$ cat config.mk
export PLATFORM = sky130hd
export DESIGN_NAME = tagged_tlb_fifo_lru_unit
export DESIGN_NICKNAME = d
export VERILOG_FILES = /design/src/sv/ttfl_pkg.sv /design/src/sv/ttfl_ctrl.sv /design/src/sv/ttfl_dpath.sv /design/src/sv/tagged_tlb_fifo_lru_unit.sv
export SDC_FILE = /design/constraint.sdc
export NUM_CORES = 2
export LEC_CHECK = 0
export ABC_CLOCK_PERIOD_IN_PS = 13800
export BUFFER_PORTS_ARGS = -buffer_cell sky130_fd_sc_hd__buf_2
export CORE_ASPECT_RATIO = 1.5
export CORE_UTILIZATION = 25
export CTS_CLUSTER_SIZE = 20
export DETAILED_ROUTE_END_ITERATION = 8
export PLACE_DENSITY = 0.43
export SYNTH_ARGS = -nofsm -noshare
export SYNTH_HDL_FRONTEND = slang
export SYNTH_HIERARCHICAL = 1
export SYNTH_SLANG_ARGS = --single-unit
$ cat constraint.sdc
create_clock -name clk -period 13.8 [get_ports clk]
set_clock_uncertainty 0.1 [all_clocks]
set_input_delay 1.38 -clock clk [delete_from_list [all_inputs] [get_ports clk]]
set_output_delay 1.38 -clock clk [all_outputs]
set_load 0.01 [all_outputs]
$ cat src/sv/ttfl_pkg.sv
// Shared types, widths and codes for the tagged TLB with FIFO/LRU replacement.
`default_nettype none

package ttfl_pkg;

  localparam int TLB_ENTRIES_DEF = 16;

  localparam int KIND_W     = 2;
  localparam int PROC_W     = 8;
  localparam int PAGE_W     = 20;
  localparam int FRAME_W    = 16;
  localparam int SLOT_W     = 4;
  localparam int STAMP_W    = 32;
  localparam int COUNT_W    = 32;
  localparam int EIU_W      = 5;
  localparam int CFG_IDX_W  = 1;
  localparam int CFG_DATA_W = 5;

  localparam logic [EIU_W-1:0] EIU_RESET = 5'd16;

  typedef enum logic [CFG_IDX_W-1:0] {
    REG_POLICY  = 1'b0,
    REG_ENTRIES = 1'b1
  } cfg_reg_t;

  typedef enum logic {
    POLICY_FIFO = 1'b0,
    POLICY_LRU  = 1'b1
  } policy_t;

  typedef enum logic [KIND_W-1:0] {
    KIND_LOOKUP = 2'd0,
    KIND_FILL   = 2'd1,
    KIND_FLUSH  = 2'd2
  } kind_t;

  typedef enum logic [1:0] {
    ST_IDLE,
    ST_SCAN,
    ST_FINISH
  } state_t;

  typedef struct packed {
    logic load;    // capture the incoming transaction
    logic scan;    // step the entry scan
    logic commit;  // write back and load the result register
  } ttfl_cmd_t;

  typedef struct packed {
    logic scan_item;  // incoming transaction needs an entry scan
    logic scan_done;  // last entry compared this cycle
    logic out_free;   // result register can take a new result
  } ttfl_status_t;

endpackage

`default_nettype wire

$ cat src/sv/ttfl_ctrl.sv
// Sequencer for the TLB: accept, scan the entries, write back and hand over the result.
`default_nettype none

module ttfl_ctrl import ttfl_pkg::*; (
  input  wire logic         clk,
  input  wire logic         rst,
  input  wire logic         in_valid,
  output logic              in_ready,
  input  wire ttfl_status_t status,
  output ttfl_cmd_t         cmd
);

  state_t state;
  state_t state_next;

  always_ff @(posedge clk) begin
    if (rst) begin
      state <= ST_IDLE;
    end else begin
      state <= state_next;
    end
  end

  always_comb begin
    state_next = state;
    unique case (state)
      ST_IDLE: begin
        if (in_valid) begin
          state_next = status.scan_item ? ST_SCAN : ST_FINISH;
        end
      end
      ST_SCAN: begin
        if (status.scan_done) begin
          state_next = ST_FINISH;
        end
      end
      ST_FINISH: begin
        if (status.out_free) begin
          state_next = ST_IDLE;
        end
      end
      default: state_next = ST_IDLE;
    endcase
  end

  always_comb begin
    in_ready   = (state == ST_IDLE);
    cmd.load   = (state == ST_IDLE) && in_valid;
    cmd.scan   = (state == ST_SCAN);
    cmd.commit = (state == ST_FINISH) && status.out_free;
  end

`ifndef SYNTHESIS
  a_done_in_scan: assert property (@(posedge clk) disable iff (rst)
    status.scan_done |-> (state == ST_SCAN))
    else $error("scan completion seen outside the scan state");
`endif

endmodule

`default_nettype wire

$ cat src/sv/ttfl_dpath.sv
// TLB entry store, scan compare/age logic, counters and result register.
`default_nettype none

module ttfl_dpath import ttfl_pkg::*; #(
  parameter int TLB_ENTRIES = TLB_ENTRIES_DEF
) (
  input  wire logic               clk,
  input  wire logic               rst,
  input  wire ttfl_cmd_t          cmd,
  output ttfl_status_t            status,
  input  wire policy_t            replace_policy,
  input  wire logic [EIU_W-1:0]   entries_in_use,
  input  wire logic [KIND_W-1:0]  kind,
  input  wire logic [PROC_W-1:0]  process_number,
  input  wire logic [PAGE_W-1:0]  page_number,
  input  wire logic [FRAME_W-1:0] frame_number,
  output logic                    out_valid,
  input  wire logic               out_ready,
  output logic                    hit,
  output logic [FRAME_W-1:0]      frame_out,
  output logic [SLOT_W-1:0]       slot_used,
  output logic                    replaced_valid,
  output logic [COUNT_W-1:0]      hit_total,
  output logic [COUNT_W-1:0]      miss_total
);

  localparam int IDX_W = (TLB_ENTRIES > 1) ? $clog2(TLB_ENTRIES) : 1;
  localparam int CNT_W = $clog2(TLB_ENTRIES + 1);
  localparam int KEY_W = PROC_W + PAGE_W;
  localparam int ENT_W = KEY_W + FRAME_W;
  localparam logic [CNT_W-1:0] N_MAX = CNT_W'(TLB_ENTRIES);

  // entry store: key+frame, use stamps, load stamps
  logic [ENT_W-1:0]   entry_mem [TLB_ENTRIES];
  logic [STAMP_W-1:0] use_mem   [TLB_ENTRIES];
  logic [STAMP_W-1:0] load_mem  [TLB_ENTRIES];
  logic [TLB_ENTRIES-1:0] entry_valid;

  // captured transaction
  kind_t              kind_q;
  logic [KEY_W-1:0]   key_q;
  logic [FRAME_W-1:0] frame_q;
  logic [CNT_W-1:0]   n_q;
  logic [CNT_W-1:0]   n_clamp;

  logic [STAMP_W-1:0] access_clock;
  logic [COUNT_W-1:0] hit_count;
  logic [COUNT_W-1:0] miss_count;
  logic [COUNT_W-1:0] hit_count_next;
  logic [COUNT_W-1:0] miss_count_next;

  // scan pipeline
  logic [CNT_W-1:0]   rd_idx;
  logic [IDX_W-1:0]   rd_addr;
  logic               issue;
  logic               data_vld;
  logic               data_last;
  logic [IDX_W-1:0]   data_idx;
  logic               vld_rd;
  logic [ENT_W-1:0]   ent_rd;
  logic [STAMP_W-1:0] use_rd;
  logic [STAMP_W-1:0] load_rd;

  // scan results
  logic               found;
  logic [IDX_W-1:0]   hit_idx;
  logic [FRAME_W-1:0] hit_frame;
  logic               free_found;
  logic [IDX_W-1:0]   free_idx;
  logic [STAMP_W-1:0] best_age;
  logic [IDX_W-1:0]   best_idx;

  logic               step;
  logic               key_eq;
  logic [STAMP_W-1:0] stamp_sel;
  logic [STAMP_W-1:0] age;
  logic               older;
  logic [IDX_W-1:0]   fill_idx;
  logic               fill_wr;
  logic               use_wr;
  logic [IDX_W-1:0]   use_addr;
  logic               kind_scans;

  always_comb begin
    if (entries_in_use == '0) begin
      n_clamp = CNT_W'(1);
    end else if (32'(entries_in_use) > 32'(TLB_ENTRIES)) begin
      n_clamp = N_MAX;
    end else begin
      n_clamp = CNT_W'(entries_in_use);
    end
  end

  assign kind_scans = (kind_t'(kind) == KIND_LOOKUP) || (kind_t'(kind) == KIND_FILL);

  assign rd_addr = rd_idx[IDX_W-1:0];
  assign issue   = cmd.scan && (rd_idx < n_q);
  assign step    = cmd.scan && data_vld;

  assign key_eq    = vld_rd && (ent_rd[ENT_W-1:FRAME_W] == key_q);
  assign stamp_sel = (replace_policy == POLICY_LRU) ? use_rd : load_rd;
  assign age       = access_clock - stamp_sel;   // modulo 2^32, survives wrap
  assign older     = (data_idx == '0) || (age > best_age);

  assign fill_idx = free_found ? free_idx : best_idx;
  assign fill_wr  = cmd.commit && (kind_q == KIND_FILL);
  assign use_wr   = fill_wr || (cmd.commit && (kind_q == KIND_LOOKUP) && found);
  assign use_addr = fill_wr ? fill_idx : hit_idx;

  assign hit_count_next  = hit_count + COUNT_W'((kind_q == KIND_LOOKUP) && found);
  assign miss_count_next = miss_count + COUNT_W'((kind_q == KIND_LOOKUP) && !found);

  assign status.scan_item = kind_scans;
  assign status.scan_done = data_vld && data_last;
  assign status.out_free  = !out_valid || out_ready;

  // capture
  always_ff @(posedge clk) begin
    if (cmd.load) begin
      kind_q  <= kind_t'(kind);
      key_q   <= {process_number, page_number};
      frame_q <= frame_number;
      n_q     <= n_clamp;
    end
  end

  // control state
  always_ff @(posedge clk) begin
    if (rst) begin
      rd_idx       <= '0;
      data_vld     <= 1'b0;
      data_last    <= 1'b0;
      access_clock <= '0;
      hit_count    <= '0;
      miss_count   <= '0;
      entry_valid  <= '0;
      out_valid    <= 1'b0;
    end else begin
      if (cmd.load) begin
        rd_idx <= '0;
        if (kind_scans) begin
          access_clock <= access_clock + STAMP_W'(1);
        end
      end else if (issue) begin
        rd_idx <= rd_idx + CNT_W'(1);
      end
      data_vld  <= issue;
      data_last <= issue && (rd_idx == n_q - CNT_W'(1));

      if (cmd.commit) begin
        hit_count  <= hit_count_next;
        miss_count <= miss_count_next;
        if (kind_q == KIND_FILL) begin
          entry_valid[fill_idx] <= 1'b1;
        end else if (kind_q == KIND_FLUSH) begin
          entry_valid <= '0;
        end
      end

      if (cmd.commit) begin
        out_valid <= 1'b1;
      end else if (out_ready) begin
        out_valid <= 1'b0;
      end
    end
  end

  // scan compare: first match, first free slot, oldest entry
  always_ff @(posedge clk) begin
    if (cmd.load) begin
      found      <= 1'b0;
      free_found <= 1'b0;
    end else if (step) begin
      if (key_eq && !found) begin
        found     <= 1'b1;
        hit_idx   <= data_idx;
        hit_frame <= ent_rd[FRAME_W-1:0];
      end
      if (!vld_rd && !free_found) begin
        free_found <= 1'b1;
        free_idx   <= data_idx;
      end
      if (older) begin
        best_age <= age;
        best_idx <= data_idx;
      end
    end
  end

  always_ff @(posedge clk) begin
    if (issue) begin
      data_idx <= rd_addr;
      vld_rd   <= entry_valid[rd_addr];
    end
  end

  always_ff @(posedge clk) begin
    if (fill_wr) begin
      entry_mem[fill_idx] <= {key_q, frame_q};
    end
    if (issue) begin
      ent_rd <= entry_mem[rd_addr];
    end
  end

  always_ff @(posedge clk) begin
    if (fill_wr) begin
      load_mem[fill_idx] <= access_clock;
    end
    if (issue) begin
      load_rd <= load_mem[rd_addr];
    end
  end

  always_ff @(posedge clk) begin
    if (use_wr) begin
      use_mem[use_addr] <= access_clock;
    end
    if (issue) begin
      use_rd <= use_mem[rd_addr];
    end
  end

  // result register
  always_ff @(posedge clk) begin
    if (cmd.commit) begin
      hit_total  <= hit_count_next;
      miss_total <= miss_count_next;
      unique case (kind_q)
        KIND_LOOKUP: begin
          hit            <= found;
          frame_out      <= found ? hit_frame : '0;
          slot_used      <= found ? SLOT_W'(hit_idx) : '0;
          replaced_valid <= 1'b0;
        end
        KIND_FILL: begin
          hit            <= 1'b0;
          frame_out      <= '0;
          slot_used      <= SLOT_W'(fill_idx);
          replaced_valid <= !free_found;
        end
        default: begin
          hit            <= 1'b0;
          frame_out      <= '0;
          slot_used      <= '0;
          replaced_valid <= 1'b0;
        end
      endcase
    end
  end

`ifndef SYNTHESIS
  a_no_overwrite: assert property (@(posedge clk) disable iff (rst)
    cmd.commit |-> (!out_valid || out_ready))
    else $error("result register overwritten before it was taken");

  a_fill_sets_valid: assert property (@(posedge clk) disable iff (rst)
    (cmd.commit && (kind_q == KIND_FILL)) |=> entry_valid[$past(fill_idx)])
    else $error("filled entry not marked valid");

  a_counters_hold: assert property (@(posedge clk) disable iff (rst)
    !cmd.commit |=> ($stable(hit_count) && $stable(miss_count)))
    else $error("hit/miss counters moved without a commit");
`endif

endmodule

`default_nettype wire

$ cat src/sv/tagged_tlb_fifo_lru_unit.sv
// Top level of the tagged TLB: configuration registers, sequencer and datapath.
//
// Fully associative TLB keyed by (process, page). Input transactions arrive on
// in_valid/in_ready with kind, process_number, page_number and frame_number;
// kind selects lookup, fill or flush. Each input transaction gives exactly one
// result transaction on out_valid/out_ready carrying hit, frame, slot, eviction
// flag and the running hit/miss totals.
// Lookup and fill scan the active entries (16 by default) one per cycle
// through the entry store's single registered read port, then write back;
// flush and unknown kinds skip the scan and go straight to write-back.
// One transaction is worked on at a time; the result register lets the next
// transaction be accepted and scanned while the previous result still waits.
// If the receiver stalls, the unit holds in write-back until the result
// register is free; nothing is lost or repeated.
// Reset (rst, synchronous) frees every entry, clears stamp clock and counters
// and sets FIFO policy with all entries in use. No clearing pass is needed.
// Configuration (cfg_write/cfg_index/cfg_data) is to be written by the user
// only while idle; the unit itself does not enforce this.
`default_nettype none

module tagged_tlb_fifo_lru_unit import ttfl_pkg::*; #(
  parameter int TLB_ENTRIES = TLB_ENTRIES_DEF
) (
  input  wire logic                  clk,
  input  wire logic                  rst,
  input  wire logic                  cfg_write,
  input  wire logic [CFG_IDX_W-1:0]  cfg_index,
  input  wire logic [CFG_DATA_W-1:0] cfg_data,
  input  wire logic                  in_valid,
  output logic                       in_ready,
  input  wire logic [KIND_W-1:0]     kind,
  input  wire logic [PROC_W-1:0]     process_number,
  input  wire logic [PAGE_W-1:0]     page_number,
  input  wire logic [FRAME_W-1:0]    frame_number,
  output logic                       out_valid,
  input  wire logic                  out_ready,
  output logic                       hit,
  output logic [FRAME_W-1:0]         frame_out,
  output logic [SLOT_W-1:0]          slot_used,
  output logic                       replaced_valid,
  output logic [COUNT_W-1:0]         hit_total,
  output logic [COUNT_W-1:0]         miss_total
);

  policy_t           replace_policy;
  logic [EIU_W-1:0]  entries_in_use;
  ttfl_cmd_t         cmd;
  ttfl_status_t      status;

  // configuration registers, no read-back
  always_ff @(posedge clk) begin
    if (rst) begin
      replace_policy <= POLICY_FIFO;
      entries_in_use <= EIU_RESET;
    end else if (cfg_write) begin
      unique case (cfg_reg_t'(cfg_index))
        REG_POLICY:  replace_policy <= policy_t'(cfg_data[0]);
        REG_ENTRIES: entries_in_use <= cfg_data[EIU_W-1:0];
        default:     replace_policy <= replace_policy;
      endcase
    end
  end

  // sequencer: idle -> scan (lookup and fill only) -> write-back
  ttfl_ctrl u_ctrl (
    .clk      (clk),
    .rst      (rst),
    .in_valid (in_valid),
    .in_ready (in_ready),
    .status   (status),
    .cmd      (cmd)
  );

  // entry store, compare/age scan, counters, result register
  ttfl_dpath #(
    .TLB_ENTRIES (TLB_ENTRIES)
  ) u_dpath (
    .clk            (clk),
    .rst            (rst),
    .cmd            (cmd),
    .status         (status),
    .replace_policy (replace_policy),
    .entries_in_use (entries_in_use),
    .kind           (kind),
    .process_number (process_number),
    .page_number    (page_number),
    .frame_number   (frame_number),
    .out_valid      (out_valid),
    .out_ready      (out_ready),
    .hit            (hit),
    .frame_out      (frame_out),
    .slot_used      (slot_used),
    .replaced_valid (replaced_valid),
    .hit_total      (hit_total),
    .miss_total     (miss_total)
  );

endmodule

`default_nettype wire
-- Word level (Yosys, flattened, before mapping)
Memories as Yosys holds them, arrays and structs flattened. A register that Yosys moved wholly into a read port is not among the register bits.
Index checks and enable logic that the tools add are counted.
- bits in read-only memories: 0
- register bits: 332
- bits in writable memories: 1728
- input bits: 57
- word-level logic and storage cells: 125
- output and inout bits: 88
- memories: 3
- latch bits: 0
- eq/ne operators: 10
- reduce and logical (&&, ||, !) cells: 43
- $mul: 0
- bitwise logic cells: 3
- shift-type cells: 0
- mux-type cells: 23
- div/mod/pow operators: 0
- order comparisons: 6
- add/subtract/negate cells: 6
- memories (name ; words ; bits a word ; read ports ; clocked after Yosys merged registers in ; wr ports ; RTL line ; text):
    u_dpath.entry_mem ; 16 ; 44 ; 1 ; 1 ; 1 ; ttfl_dpath.sv:34 ; logic [ENT_W-1:0] entry_mem [TLB_ENTRIES];
    u_dpath.load_mem ; 16 ; 32 ; 1 ; 1 ; 1 ; ttfl_dpath.sv:36 ; logic [STAMP_W-1:0] load_mem [TLB_ENTRIES];
    u_dpath.use_mem ; 16 ; 32 ; 1 ; 1 ; 1 ; ttfl_dpath.sv:35 ; logic [STAMP_W-1:0] use_mem [TLB_ENTRIES];
- operators by type and width (kind ; count):
    $add A32 B1 Y32 ; 2
    $add A32 B1 Y32 const B ; 1
    $gt A32 B32 Y1 ; 1
    $mux W16 ; 2
    $mux W32 ; 1
    $sub A32 B32 Y32 ; 1
    $eq A28 B28 Y1 ; 1
    $or A16 B16 Y16 ; 1
    $logic_and A1 B1 Y1 ; 15
    $reduce_and A2 Y1 ; 7
    $mux W4 ; 3
    $reduce_and A3 Y1 ; 4
    $lt A4 B5 Y1 const B ; 2
    $mux W1 ; 8
    $mux W2 ; 4
    $pmux W4 S2 ; 1
    $eq A2 B1 Y1 const B ; 3
    $logic_not A2 Y1 ; 3
    $pmux W2 S3 ; 1
    $add A5 B1 Y5 const B ; 1
    $eq A5 B5 Y1 ; 1
    $gt A5 B5 Y1 const B ; 1
    $logic_not A5 Y1 ; 1
    $lt A5 B5 Y1 ; 1
    14 further kinds ; 25

-- Longest topological paths before layout
- depth after elaboration: 8
- mapped depth: 20
- gate-level depth less buffers: 17

-- By module
Netlist, hierarchy kept.
- by module, submodules not included (module ; cells each ; area each (sq um) ; instances ; sequential area each (sq um)):
    ttfl_dpath ; 4023 ; 84165.7 ; 1 ; 63641.0
    tagged_tlb_fifo_lru_unit ; 27 ; 280.3 ; 1 ; 120.1
    ttfl_ctrl ; 14 ; 118.9 ; 1 ; 40.0

-- Worst setup path after synthesis
OpenSTA, ideal clock, no wires.
- path kind: input -> register
- from: in out_ready
- to: mem u_dpath/entry_mem[0][0] in the netlist's numbering (enable)
- path slack: 3.614 ns
- data arrival time: 9.575 ns
- setup time: 0.511 ns
- required time: 13.189 ns
- stages on the path: 8
- path buffers: 3
- cell sequence: nand2b_1 -> nand2_1 -> nor2_1 -> clkbuf_1 -> clkbuf_1 -> buf_1 -> nand3_1 -> nor2_1
- RTL lines (item ; RTL line ; text):
    start, declared ; tagged_tlb_fifo_lru_unit.sv:36 ; input wire logic out_ready,
    end, declared ; ttfl_dpath.sv:34 ;

-- Worst setup path in the final report
- from: reg replace_policy
- to: reg u_dpath.best_age[8] (enable)
- longest elaborated chain between the ends: 5
- ends and longest elaborated chain (item ; RTL line ; text):
    start, declared ; tagged_tlb_fifo_lru_unit.sv:45 ; policy_t replace_policy;
    start signal, assigned ; tagged_tlb_fifo_lru_unit.sv:57 ; REG_POLICY: replace_policy <= policy_t'(cfg_data[0]);
    start signal, assigned ; tagged_tlb_fifo_lru_unit.sv:59 ; default: replace_policy <= replace_policy;
    $mux W32 ; ttfl_dpath.sv:101 ; assign stamp_sel = (replace_policy == POLICY_LRU) ? use_rd : load_rd;
    $sub A32 B32 Y32 ; ttfl_dpath.sv:102 ; assign age = access_clock - stamp_sel;
    named net u_dpath.age[26] ; ttfl_dpath.sv:76 ; logic [STAMP_W-1:0] age;
    $gt A32 B32 Y1 ; ttfl_dpath.sv:103 ; assign older = (data_idx == '0) || (age > best_age);
    $logic_or A1 B1 Y1 ; ttfl_dpath.sv:103 ;
    $reduce_and A3 Y1 (no source line) ; - ;
    end signal, assigned ; ttfl_dpath.sv:184 ; best_age <= age;
    end, declared ; ttfl_dpath.sv:70 ; logic [STAMP_W-1:0] best_age;
The timed path passes the listed nets, and every way through them passes these cells.
A chain may end at the register's enable or synchronous reset.

==> results.md <==
- The run finished with clean final reports.
- At the end of routability-driven placement, the weighted congestion stood at between 0.7 and 0.8.
- In the routed layout, each cell is associated on average with a via count of 4.471.
- For this run, the top clock speed supported by timing is between 0.1 and 0.15 GHz.
- The kind of end point of the critical path is a flop.
- The number of synthesis warnings is 6.
- At the worst endpoint, the required time is between 10000 and 15000 ps.
- The row count is 261.
- The number of different library cells used by synthesis comes to 75.
- The most common cell after layout, fill and taps aside is edfxtp_1.
- The worst-case headroom to the max-slew limit is 0.1529.
- The number of global-route vias before repair is roughly 44000.
- The root buffer cell chosen for the clock tree is clkbuf_16.
- Data arrives at the worst endpoint at 7210 ps.
- The tool flagged a number of max-cap violations equal to 0.
- Clock tree synthesis found a total of roughly 2200 sinks.
- The share of async-settable or async-resettable flops after synthesis is 0.
- The final number of max-transition violations is 0.
- The clock passes through at most 4 buffers.
- The count of unresolved DRC violations after routing is 0.
- In this run the number of H-tree levels came out at 4.
- In this run the worst hold path is classified as reg -> reg.
- The worst hold path cell count is 0.
- The CTS tree is done.
- The number of resized instances in the post-cts repair step is 0.
- In the final timing run, aggregate negative setup slack is 0 ps.
- After floorplanning, the core was sized to cover about 0.34 sq mm.
- The first global-routing pass estimated 327800 um of wire.
- After detailed placement, the design holds a cell count of roughly 8600.
- STA classifies the critical path startpoint as a flop.
- Counting every net in the synthesized netlist gives ~4200.
- The number of antenna violations at the first check in global routing was 7.
- Compared with the post-synthesis result, the final layout area differs by 15.94%.
- The start point of the critical path is replace_policy.
- The number of nets at the end of the flow is roughly 4500.
- Summed over all layers, the routed wires come to 230100 um.
- For this run, the register share of the synthesized area comes to 0.7545.
- The worst register-to-register path ends at u_dpath/best_age[8].
- From bottom edge to top edge, the die measures between 700 and 800 um.
- Fill cells in the final layout number around 33000.
- The clock latency at the later pin of the worst-skew pair is slightly above 900 ps.
- Dividing total power by cell area gives a power density of 135.4 mW/mm^2.
- The final-layout worst hold slack is 312.8 ps.
- Entering global routing, the biggest net connects 120 pins.
- The synthesized design contains between 2000 and 2500 enable-type register cells.
- The number of hold buffers added after cts is 0.
- In the final routed layout, each cell accounts on average for roughly 26 um.
- Walking the worst path, the cells encountered are buf_4 -> mux2_2 -> ha_1 -> fa_1 -> and2b_1 -> o2111a_1 -> o21a_1 -> o211ai_1 -> o22ai_1 -> mux2_2 -> a211oi_1 -> ha_1 -> nand4_1 -> nor4_1 -> a221oi_1 -> nor3_2 -> buf_4.
- The kind of cell with the highest combined delay along the critical path is simple AND/OR/NAND/NOR gates.
- The detailed-placement wirelength estimate is between 100000 and 150000 um.
- The analysis attributes to cell leakage a power of 32.64 nW.
- The average cell area after synthesis is 20.81 sq um.
- The chip width is 476.9 um.
- Along the worst path, the maximum fanout reaches 31.
- The final hold violation count is 0.
- The detail route stage leaves a number of antenna-violating nets equal to 0.
- The clock-pin slew of the registers on the worst-case setup and hold paths is 60 ps.
- The non-filler instance count after layout is 8990.
- The reg-to-reg critical path startpoint is replace_policy.
- Setup repair after global routing left no endpoint under its margin.
- In the final layout, the share of cells above drive strength 1 is 0.2548.
- The die covers about 0.34 sq mm.
- In the finished design, the share of the clock period the worst path needs comes to 0.4932.
- The cell count of the worst reg-to-reg path is 17.
- The initial core utilization is 0.2512.
- The worst register-to-register path has a setup slack of 6990 ps.
- In the synthesized netlist, the number of instances is ~4000.
- Across every metal layer, demand over resource in global routing totals 0.1335.
- The post-CTS setup-driven buffer insertion count is 0.
- In the layout the commonest cells are edfxtp_1, mux4_2, clkbuf_16, nor2_1, buf_2.
- After global routing the overflow that remains totals 0.
- The most used flip-flop cell after synthesis is edfxtp_1.
- The endpoint with the worst hold slack is u_dpath/hit_frame[0].
- The startpoint identified for the worst hold timing path is u_dpath/ent_rd[0].
- After synthesis the netlist holds a flip-flop and latch count of roughly 2200.
- The post-route total power is 13.27 mW.
- The highest-delay cell along the critical path is nor3_2.
- The critical setup path kind is reg -> reg.
- The largest stage delay on the critical path is 790 ps.
- The worst supply voltage drop on vdd is 101.5 uV.
- The number of buffers and inverters on the critical path is 2.
- For this run, the detailed router's first-pass iteration total came to 7.
- For the pin with the worst max-slew slack, the measured transition is between 1000 and 1500 ps.
- The number of clock buffers inserted by TritonCTS is roughly 220.
- The placed instance area is about 0.091 sq mm.
- The design area is 0.09804 sq mm.
- Setup violations remaining at the end of the flow were counted as 0.
- The initial detailed-routing violation count is 2783.
- The routed layout has 40193 vias.
- The routed design could run at a clock period as short as just under 7000 ps.
- The post-synthesis instance area is roughly 0.085 sq mm.
- The total I/O pin count is between 100 and 150.
- The count of buffers from port buffering is ~140.
stage by stage:
step                        util  worst slack, ps
after global routing      0.2912             6689
after global placement    0.2711             6891
after floorplan                -             3614
final                     0.2912             6993
after detailed placement  0.2711             6973
after CTS                 0.2912             6943
layout make-up:
| class | count | area, sq um | share of cell area |
|---|---|---|---|
| flip-flops and latches | 2168 | 63820 | 0.6509 |
| multi-input cells | 1661 | 20060 | 0.2046 |
| clock buffers | 273 | 5777 | 0.05892 |
| well taps | 4471 | 5594 | 0.05706 |
| repair buffers | 239 | 1587 | 0.01618 |
| clock inverters | 121 | 993.5 | 0.01013 |
| inverters | 55 | 211.5 | 0.002157 |
| diodes | 2 | 5.005 | 0.00005105 |
how the worst max path moves through the flow:
stage                               to  cells after the start  slack, ps
6_report           u_dpath/best_age[8]                     17       6990
4_1_cts           u_dpath/best_age[28]                     17       6940
5_1_grt           u_dpath/best_age[11]                     17       6690
3_5_place_dp       u_dpath/best_age[9]                     17       6970
2_1_floorplan  u_dpath/entry_mem[0][0]                      8       3610
3_3_place_gp       u_dpath/best_age[8]                     17       6890
synthesized netlist by cell type, drive strengths merged (22+ instances only):
| cell type | n | area share |
|---|---|---|
| nor2 | 197 | 0.0088 |
| xor2 | 134 | 0.014 |
| buf | 69 | 0.0042 |
| a21o | 37 | 0.0033 |
| and3 | 47 | 0.0035 |
| nand4 | 41 | 0.0031 |
| clkbuf | 111 | 0.0049 |
| and2 | 22 | 0.0017 |
| mux2i | 43 | 0.0051 |
| o21ai | 35 | 0.0021 |
| a21oi | 77 | 0.0046 |
| mux4 | 545 | 0.15 |
| edfxtp | 2038 | 0.72 |
| inv | 55 | 0.0024 |
| xnor2 | 64 | 0.0066 |
| nand2 | 97 | 0.0043 |
| dfxtp | 130 | 0.031 |
| nor3 | 23 | 0.0017 |
| nand3 | 67 | 0.0042 |
| ha | 79 | 0.012 |
routing by layer:
layer / part of all wire / global-route usage / vias up
met1: 0.39 / 0.1534 / 21987
li1: - / - / 17216
met3: 0.029 / 0.01465 / 314
met4: 0.027 / 0.03858 / 4
met2: 0.56 / 0.2567 / 672
met5: 0.00012 / 0 / -
cell families after synthesis:
logic type	count (synthesis)	synth area share
compound gates	212	0.01599
xor+xnor	198	0.02051
buf+inv	235	0.01156
fa+ha+maj	80	0.01193
simple gates	577	0.03452
mux	594	0.1510
flops	2168	0.7545
flip-flops by register name, indices dropped and copies added, names as in the netlist, 28 cells and up:
register              flops
u_dpath/access_clock     32
u_dpath/best_age         32
u_dpath/ent_rd           44
u_dpath/entry_mem       704
u_dpath/hit_count        32
u_dpath/hit_total        32
u_dpath/key_q            28
u_dpath/load_mem        512
u_dpath/load_rd          32
u_dpath/miss_count       32
u_dpath/miss_total       32
u_dpath/use_mem         512
u_dpath/use_rd           32
report_power, final:
part / internal (mW) / leakage, nW / switching (mW) / total [mW]
sequential: 7.18 / 21.8 / 0.0583 / 7.24
combinational: 0.109 / 7.56 / 0.170 / 0.279
clock: 3.22 / 3.28 / 2.54 / 5.75
total: 10.5 / 32.6 / 2.76 / 13.3
Note: power is estimated with default switching activity, not from simulation.
